--- config.mk ---
export PLATFORM = sky130hd
export DESIGN_NAME = rss_sqrt
export DESIGN_NICKNAME = d
export VERILOG_FILES = /design/src/design/assert_macros.svh /design/src/design/rss_pkg.sv /design/src/design/rss_sqrt.sv
export SDC_FILE = /design/constraint.sdc
export NUM_CORES = 1
export LEC_CHECK = 0
export BUFFER_PORTS_ARGS = -buffer_cell sky130_fd_sc_hd__buf_2
export CAP_MARGIN = 15
export CORE_ASPECT_RATIO = 0.6
export CORE_MARGIN = 2
export CORE_UTILIZATION = 40
export DETAILED_ROUTE_END_ITERATION = 12
export GPL_TIMING_DRIVEN = 0
export PLACE_DENSITY = 0.62
export SKIP_LAST_GASP = 1
export SYNTH_ARGS = -nofsm -noshare
export SYNTH_HDL_FRONTEND = slang
export SYNTH_SLANG_ARGS = --single-unit
--- constraint.sdc ---
create_clock -name clk -period 9.03 [get_ports clk]
set_clock_uncertainty 0.05 [all_clocks]
set_input_delay 1.3545 -clock clk [delete_from_list [all_inputs] [get_ports clk]]
set_output_delay 1.3545 -clock clk [all_outputs]
set_load 0.01 [all_outputs]
--- src/design/assert_macros.svh ---
// Assertion macros used by the top level of the RMSprop step scaler.
// Each macro samples on clk and is held off while rst_n is low.
`ifndef ASSERT_MACROS_SVH
`define ASSERT_MACROS_SVH

// Overlapping implication: the consequent is checked at the same clock edge as the antecedent.
`define ASSERT_SAME(label, ante, cons, msg) \
    label: assert property (@(posedge clk) disable iff (!rst_n) (ante) |-> (cons)) \
        else $error(msg);

// Implication into the next clock edge.
`define ASSERT_NEXT(label, ante, cons, msg) \
    label: assert property (@(posedge clk) disable iff (!rst_n) (ante) |=> (cons)) \
        else $error(msg);

`endif

--- src/design/rss_pkg.sv ---
// Package of the RMSprop step scaler: field widths, register codes and reset values.
// Used by the channel interfaces, the root unit and the top level.
package rss_pkg;

    localparam int GRAD_W  = 16;
    localparam int SLOT_W  = 10;
    localparam int DIR_W   = 24;
    localparam int CFG_W   = 16;
    localparam int CIDX_W  = 2;
    localparam int ACC_W   = 32;
    localparam int RAD_W   = 33;
    localparam int ROOT_W  = 25;

    typedef enum logic [CIDX_W-1:0] {
        CFG_DECAY     = 2'd0,
        CFG_EPSILON   = 2'd1,
        CFG_STEP_GAIN = 2'd2
    } cfg_idx_t;

    localparam logic [CFG_W-1:0] DECAY_RST     = 16'd58982;
    localparam logic [CFG_W-1:0] EPSILON_RST   = 16'd17;
    localparam logic [CFG_W-1:0] STEP_GAIN_RST = 16'd256;

    localparam logic [DIR_W-1:0] DIR_POS_MAX = 24'h7FFFFF;
    localparam logic [DIR_W-1:0] DIR_NEG_MAX = 24'h800000;

endpackage

--- src/design/rss_sqrt.sv ---
// Digit-recurrence square root: floor(sqrt(radicand * 65536)), two radicand bits a cycle.
// Depends on rss_pkg for the operand widths.
module rss_sqrt
(
    input  logic                         clk,
    input  logic                         rst_n,
    input  logic                         start,
    input  logic [rss_pkg::RAD_W-1:0]    radicand,
    output logic                         done,
    output logic [rss_pkg::ROOT_W-1:0]   root
);

    localparam int VW = 2 * rss_pkg::ROOT_W;
    localparam int RW = rss_pkg::ROOT_W + 2;

    logic [VW-1:0]                 v_reg, v_next;
    logic [RW-1:0]                 rem_reg, rem_next;
    logic [rss_pkg::ROOT_W-1:0]    root_reg, root_next;
    logic [4:0]                    cnt_reg, cnt_next;
    logic                          busy_reg, busy_next;
    logic                          done_reg, done_next;
    logic [RW+1:0]                 trem;
    logic [RW+1:0]                 trial;
    logic                          ge;

    always_comb
    begin
        trem  = {rem_reg, v_reg[VW-1:VW-2]};
        trial = {2'b00, root_reg, 2'b01};
        ge    = (trem >= trial);

        v_next    = v_reg;
        rem_next  = rem_reg;
        root_next = root_reg;
        cnt_next  = cnt_reg;
        busy_next = busy_reg;
        done_next = 1'b0;

        if (start)
        begin
            v_next    = {1'b0, radicand, 16'd0};
            rem_next  = '0;
            root_next = '0;
            cnt_next  = '0;
            busy_next = 1'b1;
        end
        else if (busy_reg)
        begin
            v_next    = {v_reg[VW-3:0], 2'b00};
            rem_next  = ge ? RW'(trem - trial) : RW'(trem);
            root_next = {root_reg[rss_pkg::ROOT_W-2:0], ge};
            cnt_next  = cnt_reg + 5'd1;
            if (cnt_reg == 5'(rss_pkg::ROOT_W - 1))
            begin
                busy_next = 1'b0;
                done_next = 1'b1;
            end
        end
    end

    always_ff @(posedge clk or negedge rst_n)
    begin
        if (!rst_n)
        begin
            busy_reg <= 1'b0;
            done_reg <= 1'b0;
            cnt_reg  <= '0;
        end
        else
        begin
            busy_reg <= busy_next;
            done_reg <= done_next;
            cnt_reg  <= cnt_next;
        end
    end

    always_ff @(posedge clk)
    begin
        v_reg    <= v_next;
        rem_reg  <= rem_next;
        root_reg <= root_next;
    end

    assign done = done_reg;
    assign root = root_reg;

endmodule

==> impl_metrics.ini, run 1 <==
[floorplanning]
num_rows = 32
fp.dieW_um = 152.7
die_area_mm2 = 0.01423
initial_core_util_pct = 41.15
num_io_pins = 62
coreArea_mm2 = 0.01289
die_y_um = 93.21

[synthesis]
synth_top_family_by_area = simple AND/OR/NAND/NOR gates
synthMuxAreaShare_pct = 11.86
syn_avg_cell_area_um2 = 9.390
async_reset_ff_share_pct = 7.527
synth_xor_area_share_pct = 2.972
synth-simple-area-share_pct = 15.90
yosysSeqAreaShare_pct = 41.98
synth.distinct_cells = 55
synth-adder-area-share_pct = 6.840
syn_area_mm2 = 0.005305
synthCells = 565
synth_nets = 630
synth_enable_flop_cells = 33
yosysWarnings = 0
synth-main-ff-cell = dfxtp_1
ys_ff_latch = 93
synth-compound-area-share_pct = 15.50

[clock_tree]
cts_setup_buffers = 0
hold_buffers = 0
h-tree-depth = 3
cts.sinks = 93
cts_made_buffers = 9
clock_path_buffers = 2
cts_root_buf = clkbuf_16
clk_pin_slew_ns = 0.08
cts_tree = built
cts_resized = 0
insertion_delay_ns = 0.35

[drt]
top_layer = met4
via_per_inst = 5.668
dr_wl_met2_um = 5706
drc = 0
met1_length_um = 7382
routedWlPerCell_um = 17.86
drt-initial-drc-count = 321
met3_length_um = 1298
first_pass_iters = 5
num_vias = 4608
final_antenna_net_count = 0
postRouteWirelength_um = 14520

[layout]
final_common_cell = buf_2
mostFrequentLayoutCells = 69 x buf_2, 63 x nor2_1, 53 x dfxtp_1
diodes = 0
fin_nets = 703
area_growth_pct = 15.71
final_cells = 813
layout-drive-gt1-share_pct = 18.97
n_fill_cell = 1241
largest_reg_flops = 34
final_cell_area_mm2 = 0.006138

[sta]
final_hold_viol_count = 0
period_share_pct = 39.70
fin_crit_ns = 3.585
clock.fmax_mhz = 279.0
slew_viol_final = 0
slew_headroom_pct = 33.73
tightestPinTransition_ns = 0.9874
setup_tns_ns = 0
rsz0062_at_grt = false
finalSetupViolations = 0
hold_ws_ns = 0.4648

[setup_path]
endpoint_kind = flip-flop
critical_path_arrival_ns = 3.77
worstSetupPathType = reg -> reg
critPathRequiredTime_ns = 9.22
path_max_fanout = 10
start_kind = flip-flop

[placed_design]
dp_cells = 797
dp_hpwl_um = 10940
dpl_cell_area_mm2 = 0.005851
io_buffers = 61
place_congestion = 0.9339

[power_and_ir_drop]
p_per_area_mw_per_mm2 = 324.8
peakVddDrop_mv = 0.1280
p_leak_nw = 2.725

[run]
cap_viol_max_count = 0

[min_path]
min_path_type = reg -> reg

[global_routing]
grt_pass1_vias = 4260
grt_max_degree = 20
grt_pass1_wl_um = 23060
antenna_found_initial = 0
globalRouteOverflowTotal = 0
grtUsageTotal_pct = 20.66

[status]
status = completed
-- synth_stat cells (8+ instances only) --
master / number / area share, %
nor2_1: 63 / 4.5
nand2_1: 48 / 3.4
a21o_1: 10 / 1.4
a21oi_1: 24 / 2.3
dfxtp_1: 53 / 20
a311oi_1: 16 / 2.6
ha_1: 29 / 6.8
nand3_1: 20 / 1.9
edfxtp_1: 33 / 19
o21ai_0: 20 / 1.9
clkbuf_1: 18 / 1.3
inv_1: 38 / 2.7
mux2_2: 31 / 6.6
buf_2: 8 / 0.75
mux2i_1: 28 / 5.3
nor3_1: 12 / 1.1
xnor2_1: 11 / 1.8
-- kinds of logic after synthesis --
| kind of cell | count (synthesis) |
|---|---|
| AND/OR/NAND/NOR | 183 |
| buffers and inverters | 67 |
| multiplexers | 59 |
| AO/OA/AOI/OAI | 116 |
| XOR/XNOR | 18 |
| adder cells (fa/ha/maj) | 29 |
| flip-flops | 93 |
-- metal layers --
layer  global-route usage, %  up-vias
met5                       0        -
met4                   4.090        0
met1                   32.33     2207
met2                   28.81      184
met3                   4.495       15
li1                        -     2202
-- path summary, 6_finish.rpt --
path / depth (start not counted) / slack (ns) / startpoint / end
setup reg to reg: 10 / 5.45 / root[8] / rem_reg[15]
setup / recovery: 10 / 5.45 / root[8] / rem_reg[15]
hold reg to reg: 2 / 0.46 / rem_reg[2] / rem_reg[2]
max in group asynchronous: 1 / 7.99 / rst_n / cnt_reg[0]
hold / removal: 2 / 0.46 / rem_reg[2] / rem_reg[2]
min in group asynchronous: 1 / 0.78 / rst_n / cnt_reg[2]
-- area by class of cell --
cell class / instances / area, µm² / area share [%]
sequential: 93 / 2227 / 36.28
clock buffer: 9 / 225.2 / 3.669
inverter: 38 / 142.6 / 2.324
buffer: 29 / 120.1 / 1.957
clock inverter: 7 / 62.56 / 1.019
tap: 170 / 212.7 / 3.465
timing repair buffer: 62 / 332.8 / 5.422
multi-input combinational: 405 / 2815 / 45.86
-- where the power goes --
part | switching, mW | total, mW | internal [mW]
logic | 0.647 | 1.07 | 0.419
registers | 0.0577 | 0.561 | 0.503
clock network | 0.176 | 0.367 | 0.191
total | 0.881 | 1.99 | 1.11
-- critical path, stage by stage, from the launching register on --
cell	delay (ns)
dfxtp_1	0.38
inv_1	0.08
ha_1	0.37
and3_1	0.28
a311oi_1	0.87
a211o_1	0.33
a311o_1	0.18
buf_2	0.23
buf_2	0.29
nand2_1	0.08
a311oi_1	0.34
-- metrics by stage --
stage / utilization [%] / worst slack, ns / power, mW
final: 47.61 / 5.445 / 1.994
after global routing: 47.61 / 5.293 / 2.117
after CTS: 47.61 / 5.586 / 1.969
after detailed placement: 45.38 / 5.520 / 1.597
after global placement: 45.17 / 5.362 / 1.566
after floorplan: - / 6.112 / 1.317
Power figures use the tool's default switching activity.
==> inputs of run 2 (changes only) <==
--- a/config.mk
+++ b/config.mk
@@ -5,6 +5,7 @@
 export SDC_FILE = /design/constraint.sdc
 export NUM_CORES = 1
 export LEC_CHECK = 0
+export ABC_AREA = 1
 export BUFFER_PORTS_ARGS = -buffer_cell sky130_fd_sc_hd__buf_2
 export CAP_MARGIN = 15
 export CORE_ASPECT_RATIO = 0.6
@@ -12,7 +13,7 @@
 export CORE_UTILIZATION = 40
 export DETAILED_ROUTE_END_ITERATION = 12
 export GPL_TIMING_DRIVEN = 0
-export PLACE_DENSITY = 0.62
+export PLACE_DENSITY = 0.64
 export SKIP_LAST_GASP = 1
 export SYNTH_ARGS = -nofsm -noshare
 export SYNTH_HDL_FRONTEND = slang
==> constraint.sdc (replaced) <==
create_clock -name clk -period 3.25 [get_ports clk]
set_clock_uncertainty 0.05 [all_clocks]
set_input_delay 0.4875 -clock clk [delete_from_list [all_inputs] [get_ports clk]]
set_output_delay 0.4875 -clock clk [all_outputs]
set_load 0.01 [all_outputs]
==> impl_metrics.ini, run 2 <==
[layout]
utilization_pct = 47.36
largest_reg_flops = 34
diodes = 0
mostFrequentLayoutCells = 325 x nand2_1, 120 x inv_1, 63 x buf_2
layout-drive-gt1-share_pct = 10.57
fin_nets = 959
area_growth_pct = 15.21
final_common_cell = nand2_1

[power_and_ir_drop]
p_leak_nw = 3.403
power.switching_mw = 3.039
peakVddDrop_mv = 0.4875
internal_power_mw = 3.295
power_frac_clock_pct = 17.3
switching_share_pct = 47.98
p_seq_share_pct = 24.4
p_per_area_mw_per_mm2 = 975.7
p_comb_share_pct = 58.3

[synthesis]
synth_enable_flop_cells = 33
synthMuxAreaShare_pct = 0
syn_area_mm2 = 0.005635
synth.distinct_cells = 35
synth_nets = 886
synth.most_common_cell = nand2_1
synth-compound-area-share_pct = 9.236
syn_avg_cell_area_um2 = 6.864
yosysWarnings = 0
ys_top_cells_by_count = 325 x nand2_1, 120 x inv_1, 53 x dfxtp_1, 52 x nor2_1
synth_top_family_by_area = simple AND/OR/NAND/NOR gates
synth-main-ff-cell = dfxtp_1
ys_ff_latch = 93
ys_top_cells_by_area = nand2_1 22%, dfxtp_1 19%, edfxtp_1 18%, inv_1 8.0%, ha_1 6.4%
async_reset_ff_share_pct = 7.527
synth_area_leader_cell = nand2_1
yosysSeqAreaShare_pct = 39.52
synth_top_area_share_pct = 21.65
synthCells = 821
synth-simple-area-share_pct = 32.42
synth_xor_area_share_pct = 2.176
synth-adder-area-share_pct = 6.439

[setup_path]
critPathRequiredTime_ns = 3.44
reg2regPathDepth = 13
worstSetupPathType = reg -> reg
rr_endpoint = rem_reg[9]
r2r_slack_ns = 0.75
slowest_stage = ha_1
critPathMaxStageDelay_ns = 0.39
critical_path_arrival_ns = 2.69
path_max_fanout = 10
start_kind = flip-flop
endpoint_kind = flip-flop
cp_common_cell = nand2_1
crit_chain = inv_1 > ha_1 > nand2_1 > nor2_2 > nand2_1 > nor3_1 > nand2_1 > nand3_2 > buf_6 > buf_6 > a21oi_1 > o21ai_1 > nand2_1
r2r_start = root[18]

[clock_tree]
insertion_delay_ns = 0.35
cts_tree = built
cts_root_buf = clkbuf_16
cts.sinks = 93
clk_pin_slew_ns = 0.07
h-tree-depth = 3
clock_path_buffers = 2
cts_made_buffers = 9

[global_routing]
grtUsageTotal_pct = 22.14
grt_pass1_wl_um = 25070
grt_max_degree = 43
antenna_found_initial = 0
grt_pass1_vias = 4601
globalRouteOverflowTotal = 0

[min_path]
min_path_type = in -> reg
hold-path-endpoint = v_reg[17]
hp-start = radicand[1]
whs_path_depth = 3

[drt]
routedWlPerCell_um = 14.69
via_per_inst = 4.932
postRouteWirelength_um = 16030
num_vias = 5381
drc = 0
final_antenna_net_count = 0
first_pass_iters = 5
drt-initial-drc-count = 451

[placed_design]
dp_hpwl_um = 12540
io_buffers = 61
place_congestion = 0.9879

[floorplanning]
fp.dieW_um = 157.2
die_y_um = 95.94
num_io_pins = 62
initial_core_util_pct = 41.11
coreArea_mm2 = 0.01371
die_area_mm2 = 0.01509
num_rows = 33

[sta]
clock.fmax_mhz = 400.0
period_share_pct = 76.93
slew_headroom_pct = 37.21
finalSetupViolations = 0
final_hold_viol_count = 0
slew_viol_final = 0
rsz0062_at_grt = false
fin_crit_ns = 2.500
setup_tns_ns = 0
tightestPinTransition_ns = 0.9418

[status]
status = completed

[run]
cap_viol_max_count = 0
## run 2: changes by cell type after synthesis, moves of 11 or more
| cell | previous run | this run |
|---|---|---|
| nor2_1 | 63 | 52 |
| mux2_2 | 31 | 0 |
| o22ai_1 | 0 | 24 |
| nand3_1 | 20 | 33 |
| mux2i_1 | 28 | 0 |
| nand2_1 | 48 | 325 |
| inv_1 | 38 | 120 |
| a311oi_1 | 16 | 0 |
## run 2: cell families (layout without fill, tap and decap cells)
group | after synthesis | count (layout)
simple gates | 448 | 448
buf+inv | 146 | 224
flops | 93 | 93
compound gates | 91 | 91
fa+ha+maj | 29 | 29
xor+xnor | 14 | 14
## run 2: critical path, delay by kind of cell (launching register included)
kind,cells,cell delay (ns)
simple gates,7,0.96
fa+ha+maj,1,0.39
flops,1,0.32
compound gates,2,0.23
buf+inv,3,0.42
## run 2: power groups by stage
stage	Clock [mW]	Combinational, mW	Sequential [mW]
floorplan	0	2.68	1.53
global placement	0	3.58	1.56
detailed placement	0	3.60	1.56
CTS	1.12	3.62	1.54
global route	1.16	4.13	1.57
finish	1.09	3.70	1.54
## run 2: routing by layer
layer / up-vias / wire, µm / share of wire [%] / global-route usage [%]
met2: 170 / 5648 / 35 / 27.66
met5: - / 0 / 0 / 0
met3: 9 / 1348 / 8.4 / 5.313
met1: 2446 / 8925 / 56 / 36.78
met4: 0 / 109 / 0.68 / 4.091
li1: 2756 / - / - / -
## run 2: worst max path at each step
stage	start	end	slack, ns
after floorplan	start	v_reg[16]	0.99
after global placement	start	v_reg[37]	0.09
after detailed placement	start	v_reg[37]	0.67
after CTS	root[19]	rem_reg[9]	0.79
after global routing	root[14]	rem_reg[17]	0.55
final	root[18]	rem_reg[9]	0.75
## run 2: area by class of cell
class | instances | area [µm²]
fillers | 1466 | 7216
flip-flops and latches | 93 | 2227
repair buffers | 62 | 315.3
plain buffers | 22 | 111.4
clock buffers | 11 | 242.7
multi-input cells | 582 | 2833
inverters | 124 | 465.4
well taps | 192 | 240.2
clock inverters | 5 | 57.56
## run 2: timing repair
action,in CTS,in global routing
setup buffers,0,0
endpoints found under the setup margin,0,0
hold buffers,1,0
hold endpoints to repair,7,0
resized for setup,0,0
## run 2: metrics by stage
step	instance area (µm²)	setup WS, ns	power (mW)	hold WS, ns	cells
2_1_floorplan	5635	0.9895	4.209	0.1419	821
3_3_place_gp	6181	0.08712	5.146	0.2834	1074
3_5_place_dp	6182	0.6692	5.161	0.2848	1074
4_1_cts	6492	0.7860	6.275	0.3293	1091
5_1_grt	6492	0.5470	6.859	0.3496	1091
6_report	6492	0.7499	6.335	0.3370	1091
